## config.mk

```make
export PLATFORM = sky130hd
export DESIGN_NAME = hba_ram
export DESIGN_NICKNAME = d
export VERILOG_FILES = /design/src/rtl/hba_ram.sv
export SDC_FILE = /design/constraint.sdc
export NUM_CORES = 2
export LEC_CHECK = 0
export BUFFER_PORTS_ARGS = -buffer_cell sky130_fd_sc_hd__buf_2
export CORE_ASPECT_RATIO = 1.5
export CORE_MARGIN = 2
export CORE_UTILIZATION = 50
export CTS_CLUSTER_SIZE = 28
export DETAILED_ROUTE_END_ITERATION = 6
export PLACE_DENSITY = 0.7
export REMOVE_ABC_BUFFERS = 1
export SLEW_MARGIN = 0
export SYNTH_ARGS = -nofsm -noshare
export SYNTH_HDL_FRONTEND = slang
export SYNTH_SLANG_ARGS = --single-unit
```

## constraint.sdc

```tcl
create_clock -name clk -period 4 [get_ports clk]
set_input_delay 0.8 -clock clk [delete_from_list [all_inputs] [get_ports clk]]
set_output_delay 0.8 -clock clk [all_outputs]
set_load 0.01 [all_outputs]
```

## src/rtl/hba_ram.sv

```systemverilog
// generic single-write, single-read synchronous ram with registered read data
module hba_ram #(
  parameter int DEPTH = 512,
  parameter int WIDTH = 8
) (
  input  logic                     clk,
  input  logic                     we,
  input  logic [$clog2(DEPTH)-1:0] waddr,
  input  logic [WIDTH-1:0]         wdata,
  input  logic                     re,
  input  logic [$clog2(DEPTH)-1:0] raddr,
  output logic [WIDTH-1:0]         rdata
);

  logic [WIDTH-1:0] mem [DEPTH];

  // write port and read port, read data holds while re is low
  always_ff @(posedge clk) begin
    if (we) mem[waddr] <= wdata;
    if (re) rdata <= mem[raddr];
  end

endmodule

```

==> impl_metrics.yaml <==
worst_setup_path:
  cpPeakStageDelay_ns: 0.88
  start_kind: "input pin"
  path_max_fanout: 25
  worst-path-buf-inv: 6
  endpoint_kind: "register"
  crit_type: "input pin to register"
  crit_top_cell: "buf_4"
  slowest_stage: "nor4_1"
  crit_chain: "buf_12 > buf_12 > buf_4 > mux2i_1 > o221ai_1 > o22ai_1 > o21ai_0 > buf_4 > nand4_1 > buf_4 > nor4_1 > buf_4 > o2111a_1"
  path_delay_family: "buffers and inverters"
  crit_required_ns: 4.78
  cp.arrival_ns: 4.38
  r2r_slack_ns: 0.84
drt:
  drc: 9
  drt_wl_total_um: 416000
  drtIter0Drc: 9508
  wl_per_cell_um: 31.6
  drt_first_pass_iters: 7
  drtAntennaViolNets: 0
  viasPerCell: 6.33
  routed-via-count: 83500
grt:
  grt_first_pass_wirelength_um: 596000
  grt_overflow: 0
  antenna_found_initial: 19
  grt_usage: 0.254
  grt_pass1_vias: 85100
  grt_max_degree: 132
clocking:
  clk_latency_ns: 0.92
  cts_tree: "yes"
  htree_levels: 5
  cts.path.max_buffers: 4
  clk_pin_slew_ns: 0.07
  root_buffer: "clkbuf_16"
  postCtsSetupRepairBufs: 0
  cts_hold_buf: 0
  cts-resized-gates: 0
  cts_made_buffers: 352
  cts.sinks: 4104
die:
  die_x_um: 466
  ios: 37
  die_h_um: 697
  start_util: 0.502
  die_area_um2: 325000
  core_um2: 319000
  fp-row-count: 254
timing:
  fin_hold_ws_ns: 0.332
  rsz0062_at_grt: "false"
  min_period_ns: 3.61
  setup_viol: 0
  slew_viol_final: 0
  finalSetupTns_ns: 0
  maxSlewHeadroom: 0.0237
  finalWorstSetupSlack_ns: 0.395
  fin_skew_ns: 0.0536
  period_share: 0.901
  max_slew.worst_pin.slew_ns: 1.46
  hold_viol: 0
  max_freq_ghz: 0.277
power_and_ir_drop:
  internal_power_mw: 68.3
  power.leakage_nw: 58.4
  clkPwrFrac: 0.399
  power.net_switching_mw: 18.2
  power_frac_seq: 0.548
  combPwrFrac: 0.054
  vdd_drop_max_mv: 0.490
  powerDensity_nw_per_um2: 476
  finalPower_mw: 86.5
  sw_frac_of_total: 0.211
placement:
  globalplace.congestion: 0.954
  placed_area_um2: 170000
  place_hpwl_um: 274000
  port_buffers: 36
  dp_cells: 12500
  post-place-ws_ns: -0.426
synth:
  synthCells: 8030
  ys_ff_latch: 4104
  syn_area_per_cell_um2: 19.9
  synthFlopType: "edfxtp_1"
  ys_types: 50
  yosys_warnings: 0
  async_flop_share: 0
  synth_area_um2: 160000
  synth-edff-count: 4104
  ys_seq_area_frac: 0.770
cells_and_area:
  fin_area_um2: 182000
  area_growth_pct: 13.5
  drive_gt1_frac: 0.223
  finalCoreUtilization: 0.570
  final_cells: 13200
  fin_nets: 8701
flow_run:
  cap_violations: 0
min_path:
  min_path_type: "input pin to register"
run_status:
  run_status: "finished with violations"
  violations: "DRC"
-- worst paths after layout --
kind	from	endpoint	cells after the start
setup / recovery	raddr[0]	rdata[4]$_DFFE_PP_	13
hold / removal	re	rdata[7]$_DFFE_PP_	1
setup reg to reg	mem[33][4]$_DFFE_PP_	rdata[4]$_DFFE_PP_	10
hold reg to reg	mem[152][2]$_DFFE_PP_	rdata[2]$_DFFE_PP_	4
-- cells by family (layout without fill, tap and decap cells) --
kind of cell           Yosys count  after routing  share of synthesized area
flip-flops                    4104           4104                      0.770
multiplexers                  1451           1451                      0.142
AND/OR/NAND/NOR                980            980                     0.0263
AO/OA/AOI/OAI                  979            979                     0.0431
buffers and inverters          516           1426                     0.0185
other                            0             13                          0
-- layer usage --
layer / up-vias / track usage / routed length, µm
met2: 4385 / 0.446 / 217000
met5: - / 0 / 37
met3: 1005 / 0.0381 / 32300
met4: 6 / 0.142 / 26800
met1: 43400 / 0.297 / 141000
li1: 34700 / - / -
-- Yosys cell counts, types with 3 or more instances --
cell type,count,area [µm²]
edfxtp_1,4104,123000
mux2i_1,797,7980
mux4_2,654,14700
nor2_1,597,2240
o221ai_1,371,3250
clkbuf_1,265,995
a21oi_1,194,971
o22ai_1,163,1020
o21ai_0,118,591
nand2_1,111,417
nor3_1,109,546
buf_4,70,526
buf_6,64,721
a22oi_1,61,458
buf_2,57,285
buf_1,41,154
nand3_1,36,180
nor4_1,36,225
nand4_1,32,200
and2_1,20,125
a211oi_1,17,128
o31ai_1,13,97.6
buf_8,11,165
nor3b_1,8,60.1
o2111a_1,8,90.1
o41ai_1,7,61.3
nor2b_1,6,37.5
or3_1,6,37.5
a22o_1,5,43.8
buf_12,5,100
o311ai_0,5,43.8
and3_1,4,25.0
and3b_1,4,35.0
nand2b_1,4,25.0
or2_2,4,25.0
a2111oi_0,3,26.3
o22a_1,3,26.3
-- registers in the layout (all words and copies together), names as in the netlist --
name   flops
rdata      8
mem     4096
-- cells in the final DEF, fill, tap and decap left out, types with 6 or more instances in the layout --
cell type   synthesis  layout
nor3b_1             8       7
a211oi_1           17      17
a22oi_1            61      61
mux4_2            654     654
a21oi_1           194     194
nor4_1             36      36
nand4_1            32      32
o22ai_1           163     163
o41ai_1             7       7
edfxtp_1         4104    4104
or3_1               6       6
nand3_1            36      32
clkinv_2            0      56
buf_8              11      10
clkbuf_1          265      62
diode_2             0      13
nand2_4             0      12
clkinvlp_4          0      15
nor3_1            109     108
o2111a_1            8       8
clkinv_8            0       8
clkbuf_16           0     359
clkinv_1            0      59
buf_2              57      24
o21ai_0           118     118
inv_6               0      10
nor2_1            597     596
and2_1             20      19
o221ai_1          371     371
o31ai_1            13      13
buf_12              5     120
mux2i_1           797     797
bufinv_16           0      43
nand2_1           111      97
buf_4              70     646
clkinv_4            0       9
-- power by group through the flow --
stage / registers [mW] / logic (mW) / clock network (mW)
2_1_floorplan: 48.3 / 1.65 / 0
3_3_place_gp: 48.3 / 4.50 / 0
3_5_place_dp: 48.3 / 4.59 / 0
4_1_cts: 47.4 / 4.60 / 34.8
5_1_grt: 47.4 / 4.79 / 36.3
6_report: 47.4 / 4.63 / 34.5
-- final cells by class --
type	instances	area, µm²
diodes	13	32.5
clock buffers	421	9220
clock inverters	201	2220
fillers	22900	137000
inverters	3	18.8
multi-input cells	3410	34000
flip-flops and latches	4104	123000
well taps	4224	5290
repair buffers	801	7540
No activity file was read; power rests on OpenSTA's default activity.
