<file path="src/rtl/hba_pkg.sv">
// shared constants, types and helper functions of the bitmap slot allocator
package hba_pkg;

  // pool geometry
  localparam int SLOTS      = 4096;
  localparam int SLOT_W     = $clog2(SLOTS);
  localparam int LEAF_BYTES = SLOTS / 8;
  localparam int L1_BYTES   = SLOTS / 64;
  localparam int GRP_BYTES  = SLOTS / 512;
  localparam int LEAF_AW    = SLOT_W - 3;
  localparam int L1_AW      = SLOT_W - 6;
  localparam int GRP_AW     = (GRP_BYTES > 1) ? $clog2(GRP_BYTES) : 1;

  // field widths
  localparam int SLOT_FW    = 12;
  localparam int COUNT_W    = 13;
  localparam int STATUS_W   = 2;
  localparam int CMP_W      = (SLOT_W + 1 > COUNT_W) ? SLOT_W + 1 : COUNT_W;

  // slot count after reset
  localparam logic [COUNT_W-1:0] RESET_SLOT_COUNT = 13'd4096;

  // request kinds
  localparam logic KIND_ALLOC = 1'b0;
  localparam logic KIND_FREE  = 1'b1;

  // status codes
  localparam logic [STATUS_W-1:0] STAT_OK       = 2'd0;
  localparam logic [STATUS_W-1:0] STAT_FULL     = 2'd1;
  localparam logic [STATUS_W-1:0] STAT_NOT_USED = 2'd2;
  localparam logic [STATUS_W-1:0] STAT_RANGE    = 2'd3;

  typedef logic [7:0] bmap_t;

  localparam bmap_t FULL_BYTE = 8'hff;

  // update of the top summary level
  typedef struct packed {
    logic              clr_all;
    logic              set_bit;
    logic              clr_bit;
    logic [GRP_AW-1:0] grp;
    logic [2:0]        pos;
  } grp_cmd_t;

  // lowest group byte with a free entry
  typedef struct packed {
    logic              found;
    logic [GRP_AW-1:0] grp;
    logic [2:0]        pos;
  } grp_find_t;

  // position of the lowest zero bit, 8 when the byte is full
  function automatic logic [3:0] lowest_zero(bmap_t b);
    logic [3:0] pos;
    pos = 4'd8;
    for (int i = 7; i >= 0; i--) begin
      if (!b[i]) pos = 4'(i);
    end
    return pos;
  endfunction

endpackage

</file>
<file path="src/rtl/hba_group.sv">
// top summary level: one bit per full level-1 byte, with first-free search
module hba_group import hba_pkg::*; (
  input  logic      clk,
  input  logic      rst,
  input  grp_cmd_t  cmd,
  output grp_find_t find
);

  bmap_t      grp_bits [GRP_BYTES];
  logic [3:0] grp_lz   [GRP_BYTES];

  // clear on reset or reinit, otherwise set or clear one bit
  always_ff @(posedge clk) begin
    if (rst || cmd.clr_all) begin
      for (int i = 0; i < GRP_BYTES; i++) grp_bits[i] <= '0;
    end else if (cmd.set_bit) begin
      grp_bits[cmd.grp][cmd.pos] <= 1'b1;
    end else if (cmd.clr_bit) begin
      grp_bits[cmd.grp][cmd.pos] <= 1'b0;
    end
  end

  // lowest zero of each group byte
  always_comb begin
    for (int i = 0; i < GRP_BYTES; i++) grp_lz[i] = lowest_zero(grp_bits[i]);
  end

  // lowest group byte that is not full
  always_comb begin
    find = '0;
    for (int i = GRP_BYTES - 1; i >= 0; i--) begin
      if (grp_bits[i] != FULL_BYTE) begin
        find.found = 1'b1;
        find.grp   = GRP_AW'(i);
        find.pos   = grp_lz[i][2:0];
      end
    end
  end

endmodule

</file>
<file path="config.mk">
export PLATFORM = sky130hd
export DESIGN_NAME = hba_group
export DESIGN_NICKNAME = d
export VERILOG_FILES = /design/src/rtl/hba_pkg.sv /design/src/rtl/hba_group.sv
export SDC_FILE = /design/constraint.sdc
export NUM_CORES = 1
export LEC_CHECK = 0
export BUFFER_PORTS_ARGS = -buffer_cell sky130_fd_sc_hd__buf_2
export CAP_MARGIN = 10
export CORE_UTILIZATION = 66
export DETAILED_ROUTE_END_ITERATION = 6
export MAX_ROUTING_LAYER = met4
export PLACE_DENSITY_LB_ADDON = 0.3
export SYNTH_ARGS = -nofsm -noshare
export SYNTH_HDL_FRONTEND = slang
export SYNTH_SLANG_ARGS = --single-unit
</file>
<file path="constraint.sdc">
create_clock -name clk -period 4.04 [get_ports clk]
set_input_delay 0.202 -clock clk [delete_from_list [all_inputs] [get_ports clk]]
set_output_delay 0.202 -clock clk [all_outputs]
set_load 0.05 [all_outputs]
</file>
==> impl_metrics.py, run 1 <==
metrics = {
    "floorplan": {
        "io_pins": 18,
        "core-area_mm2": 0.00511,
        "die_w_um": 75.0,
        "placementRows": 26,
        "die_h_um": 75.0,
        "start_util": 0.688,
        "die_area_mm2": 0.00562,
    },
    "route": {
        "vias": 3049,
        "first_pass_iters": 6,
        "drc_errors": 0,
        "ant_nets": 0,
        "first_iter_violations": 315,
        "avgRoutedWirePerCell_um": 18.0,
        "vias_per_cell": 6.54,
        "wirelength_um": 8390,
    },
    "timing": {
        "finalHoldViolations": 0,
        "setup_viol": 0,
        "relSlewSlack": 0.561,
        "setup_tns_ns": 0,
        "period_share": 0.614,
        "period_needed_ns": 2.48,
        "rsz0062_at_grt": "false",
        "slew_violations": 0,
        "max_freq_mhz": 403,
        "worstMarginPinSlew_ns": 0.657,
    },
    "synth": {
        "synth.top_cells.by_count": "nor2_1 (80), edfxtp_1 (64), o21ai_0 (62), nand2_1 (29), clkbuf_1 (26)",
        "yosysMostFrequentCell": "nor2_1",
        "synthCells": 388,
        "synth_nets": 399,
        "synth_top_cell_area_share": 0.547,
        "yosysTopAreaCell": "edfxtp_1",
        "synth-seq-cells": 64,
        "synth-seq-area-share": 0.547,
        "ys_warn_count": 0,
        "syn_area_per_cell_um2": 9.06,
        "netlist_area_mm2": 0.00351,
        "synth_cell_types": 35,
        "synth_edf_count": 64,
        "synthArstFlopShare": 0,
        "synth_area_leaders": "edfxtp_1 (55%), o21ai_0 (8.8%), nor2_1 (8.5%)",
        "synth_flop_cell": "edfxtp_1",
    },
    "global_routing": {
        "grt-ovfl-total": 0,
        "grt_max_degree": 67,
        "grt_pass1_wl_um": 13100,
        "antenna_found_initial": 0,
        "grt_use_total": 0.340,
        "grt_pass1_vias": 2767,
    },
    "clocking": {
        "postCtsResizedCells": 0,
        "cts.htree.levels": 3,
        "path_clk_slew_ns": 0.08,
        "cts_made_buffers": 9,
        "cts_setup_buffers": 0,
        "cts_sinks": 64,
        "cts_tree": "done",
        "ctsHoldBuffers": 0,
        "cts-root-buf": "clkbuf_8",
        "cts_buffer_depth": 2,
    },
    "final_layout": {
        "largest_reg_flops": 64,
        "top_regs": "grp_bits x64",
        "regMostFlops": "grp_bits",
        "nFillCells": 355,
        "antenna_cells": 0,
        "nets": 402,
        "synthToLayoutAreaGrowth_pct": 8.69,
        "drive_gt1_frac": 0.0985,
    },
    "power_and_ir_drop": {
        "p_leak_uw": 0.00121,
        "power_uw": 1490,
        "peakVddDrop_uv": 291,
        "power_density_mw_per_mm2": 390,
    },
    "flow_run": {
        "maxCapViolCount": 0,
    },
    "worst_setup_path": {
        "critPathRequiredTime_ns": 3.84,
        "critPathKind": "reg2out",
        "cp.arrival_ns": 2.28,
        "critPathMaxFanout": 3,
        "cp-end-kind": "output port",
        "start_kind": "register",
    },
    "placement": {
        "dp_hpwl_um": 5770,
        "routabilityCongestion": 0.840,
        "io_buffer_count": 17,
    },
    "status": {
        "outcome": "completed",
    },
    "hold_path": {
        "hold_class": "in2reg",
    },
}
## worst max-delay path, stage by stage, from the launching register on
cell and delay [ns]:
edfxtp_1 0.41, nand4_1 0.18, or2_4 0.30, nor2b_4 0.13
nand4_1 0.13, a2111o_1 0.40, o211ai_1 0.10, buf_2 0.29
## path summary, 6_finish.rpt
kind / from / end / slack [ns] / cells past startpoint
max: grp_bits[6][0] / find[0] / 1.56 / 7
min: cmd[3] / grp_bits[1][1] / 0.54 / 3
## power breakdown
part | internal (uW) | leakage [uW] | total, uW | switching [uW]
Sequential | 765 | 0.000697 | 795 | 30.0
Combinational | 25.9 | 0.000410 | 89.2 | 63.3
Clock | 347 | 0.000103 | 605 | 258
Total | 1140 | 0.00121 | 1490 | 351
## cell families after synthesis
family / after synthesis / share of synthesized area
buffers and inverters: 41 / 0.0438
AND/OR/NAND/NOR: 170 / 0.227
flip-flops: 64 / 0.547
AO/OA/AOI/OAI: 113 / 0.182
## final cells by class
class                   instances  area (um^2)  area share
well taps                      70         87.6      0.0229
clock inverters                 7         96.3      0.0252
inverters                      15         56.3      0.0147
multi-input cells             283         1440       0.377
clock buffers                   9          124      0.0324
repair buffers                 18         92.6      0.0242
flip-flops and latches         64         1920       0.503
## routing by layer
metal | wire length [um] | vias up | GRT usage
li1 | - | 1410 | -
met1 | 3270 | 1406 | 0.429
met2 | 4120 | 200 | 0.541
met3 | 771 | 33 | 0.0710
met4 | 228 | 0 | 0.140
met5 | 0 | - | -
## per-stage QoR
stage	std cells	util	setup slack (ns)	hold WS (ns)	instance area, um^2
finish	466	0.748	1.56	0.538	3820
global route	466	0.748	1.43	0.581	3820
CTS	466	0.748	1.59	0.529	3820
detailed placement	450	0.705	1.62	0.877	3600
global placement	450	0.705	1.80	0.839	3600
floorplan	388	-	1.93	0.606	3510
## layout by cell type, fill, tap and decap left out, drive strengths merged, types with 4 or more instances in the layout
cell    Yosys  final
nor2       80     80
o21ai      77     77
edfxtp     64     64
nand2      29     29
buf         0     18
nand4      17     17
inv        15     15
nand3      14     14
a31oi      11     11
nand2b      9      9
clkbuf     26      9
a21oi       8      8
nand3b      5      5
nor2b       4      4
No activity file was read; power rests on OpenSTA's default activity.
==> run 2: changes to the inputs <==
- CORE_UTILIZATION: 66 -> 61
- clock period: 4.04 -> 2.4 ns (I/O delays scaled with it)
==> run 2 against run 1 <==
Against the previous run: clock power grew 46%; cell area shrank 0.16%; non-clock buffer count grew 2; via count shrank 1.6%; utilization shrank 6.0 points; critical path depth is the same; hold slack lost 0.15 ns; flip-flop and latch count is the same; sequential share of layout area grew 0.082 points; largest power group unchanged; highest routed layer unchanged.
==> impl_metrics.py, run 2 (synthesis gave the netlist of run 1 again) <==
metrics = {
    "status": {
        "outcome": "completed",
    },
    "clocking": {
        "cts_tree": "done",
        "cts_buffer_depth": 2,
        "path_clk_slew_ns": 0.08,
        "cts.htree.levels": 3,
        "cts_sinks": 64,
        "cts_made_buffers": 9,
        "cts-root-buf": "clkbuf_8",
    },
    "floorplan": {
        "start_util": 0.634,
        "die_w_um": 77.9,
        "core-area_mm2": 0.00554,
        "placementRows": 27,
        "die_h_um": 77.9,
        "die_area_mm2": 0.00607,
        "io_pins": 18,
    },
    "timing": {
        "worstMarginPinSlew_ns": 0.711,
        "setup_viol": 0,
        "period_share": 0.970,
        "max_freq_mhz": 430,
        "finalHoldViolations": 0,
        "period_needed_ns": 2.33,
        "slew_violations": 0,
        "whs_ns": 0.384,
        "layout_setup_ws_ns": 0.0726,
        "relSlewSlack": 0.525,
    },
    "worst_setup_path": {
        "path_buf_inv": 1,
        "path_depth": 7,
        "path_delay_family": "compound AO/OA/AOI/OAI gates",
        "path_cells": "nand2_1, or3_4, nor2b_4, a2111o_1, a31oi_1, o21ai_1, buf_2",
        "critical_path.slowest_cell": "edfxtp_1",
        "critPathMaxFanout": 4,
        "critPathRequiredTime_ns": 2.28,
        "max_stage_delay_ns": 0.39,
        "critPathKind": "reg2out",
        "cp.arrival_ns": 2.21,
        "start_kind": "register",
        "cp-end-kind": "output port",
    },
    "route": {
        "first_pass_iters": 5,
        "wirelength_um": 8180,
        "vias": 3000,
        "avgRoutedWirePerCell_um": 17.4,
        "ant_nets": 0,
        "vias_per_cell": 6.38,
        "drc_errors": 0,
        "first_iter_violations": 386,
    },
    "final_layout": {
        "largest_reg_flops": 64,
        "layout_common_cells": "nor2_1 (78), edfxtp_1 (64), o21ai_0 (62), nand2_1 (29), nand4_1 (17)",
        "drive_gt1_frac": 0.106,
        "nFillCells": 429,
        "fin_cells": 470,
        "final_util": 0.688,
        "antenna_cells": 0,
        "top_regs": "grp_bits x64",
        "regMostFlops": "grp_bits",
        "synthToLayoutAreaGrowth_pct": 8.51,
        "mostFrequentLayoutCell": "nor2_1",
        "nets": 404,
    },
    "power_and_ir_drop": {
        "power_density_mw_per_mm2": 621,
        "peakVddDrop_uv": 459,
        "p_leak_uw": 0.00121,
    },
    "placement": {
        "routabilityCongestion": 0.785,
        "io_buffer_count": 17,
        "dp_hpwl_um": 5530,
        "pre_cts_ws_ns": 0.454,
        "dp.cells": 453,
    },
    "hold_path": {
        "hold_depth": 4,
        "hold_class": "in2reg",
    },
    "global_routing": {
        "grt_busiest_layer": "met2",
        "grt_pass1_wl_um": 13100,
        "grtUsageMet1": 0.384,
        "grt_use_total": 0.303,
        "gr-usage-met2": 0.482,
        "grt_pass1_vias": 2799,
        "grt_max_degree": 65,
        "antenna_found_initial": 0,
        "grt_use_met3": 0.0459,
        "grt-ovfl-total": 0,
    },
    "flow_run": {
        "maxCapViolCount": 0,
    },
}
==> run 2: cell types whose count changed in the layout (fill, tap and decap cells not counted) <==
| cell | change |
|---|---|
| nor2_2 | +1 |
| clkinv_2 | +2 |
| clkinv_4 | -2 |
| nor3_1 | -1 |
| buf_2 | -1 |
| nor2_1 | -1 |
| clkinv_1 | +1 |
| buf_4 | +3 |
| nor3_2 | +1 |
| bufinv_16 | -1 |
==> run 2: area by class of cell <==
class                      instances  area, um^2  area share
clock buffer                       9         124      0.0325
clock inverter                     7        62.6      0.0164
inverter                          15        56.3      0.0148
multi-input combinational        283        1450       0.380
sequential                        64        1920       0.504
tap                               72        90.1      0.0236
timing repair buffer              20         110      0.0289
==> run 2: per-layer routing <==
layer,vias to the layer above,share of wire
met4,0,0.031
met5,-,0
met3,29,0.090
met2,170,0.47
li1,1413,-
met1,1388,0.41
==> run 2: path summary, 6_finish.rpt <==
path	start	endpoint	slack, ns
min	cmd[2]	grp_bits[1][7]	0.38
max	grp_bits[7][2]	find[1]	0.07
==> run 2: report_power, final <==
group          switching, uW  total [uW]  internal, uW
clock network            414         882           468
registers               47.6        1340          1290
logic                    105         151          45.5
total                    567        2370          1800
==> run 2: repair_timing <==
action                                  CTS  global route
endpoints found under the setup margin    0             3
resized for setup                         0             4
buffers inserted                          0             1
hold buffers                              0             0
==> run 2: stage by stage <==
stage	cell area, um^2	total power [uW]	setup TNS (ns)
6_report	3810	2370	0
5_1_grt	3810	2440	-0.0342
4_1_cts	3800	2370	0
3_5_place_dp	3610	1500	0
3_3_place_gp	3610	1490	0
2_1_floorplan	3510	1450	0
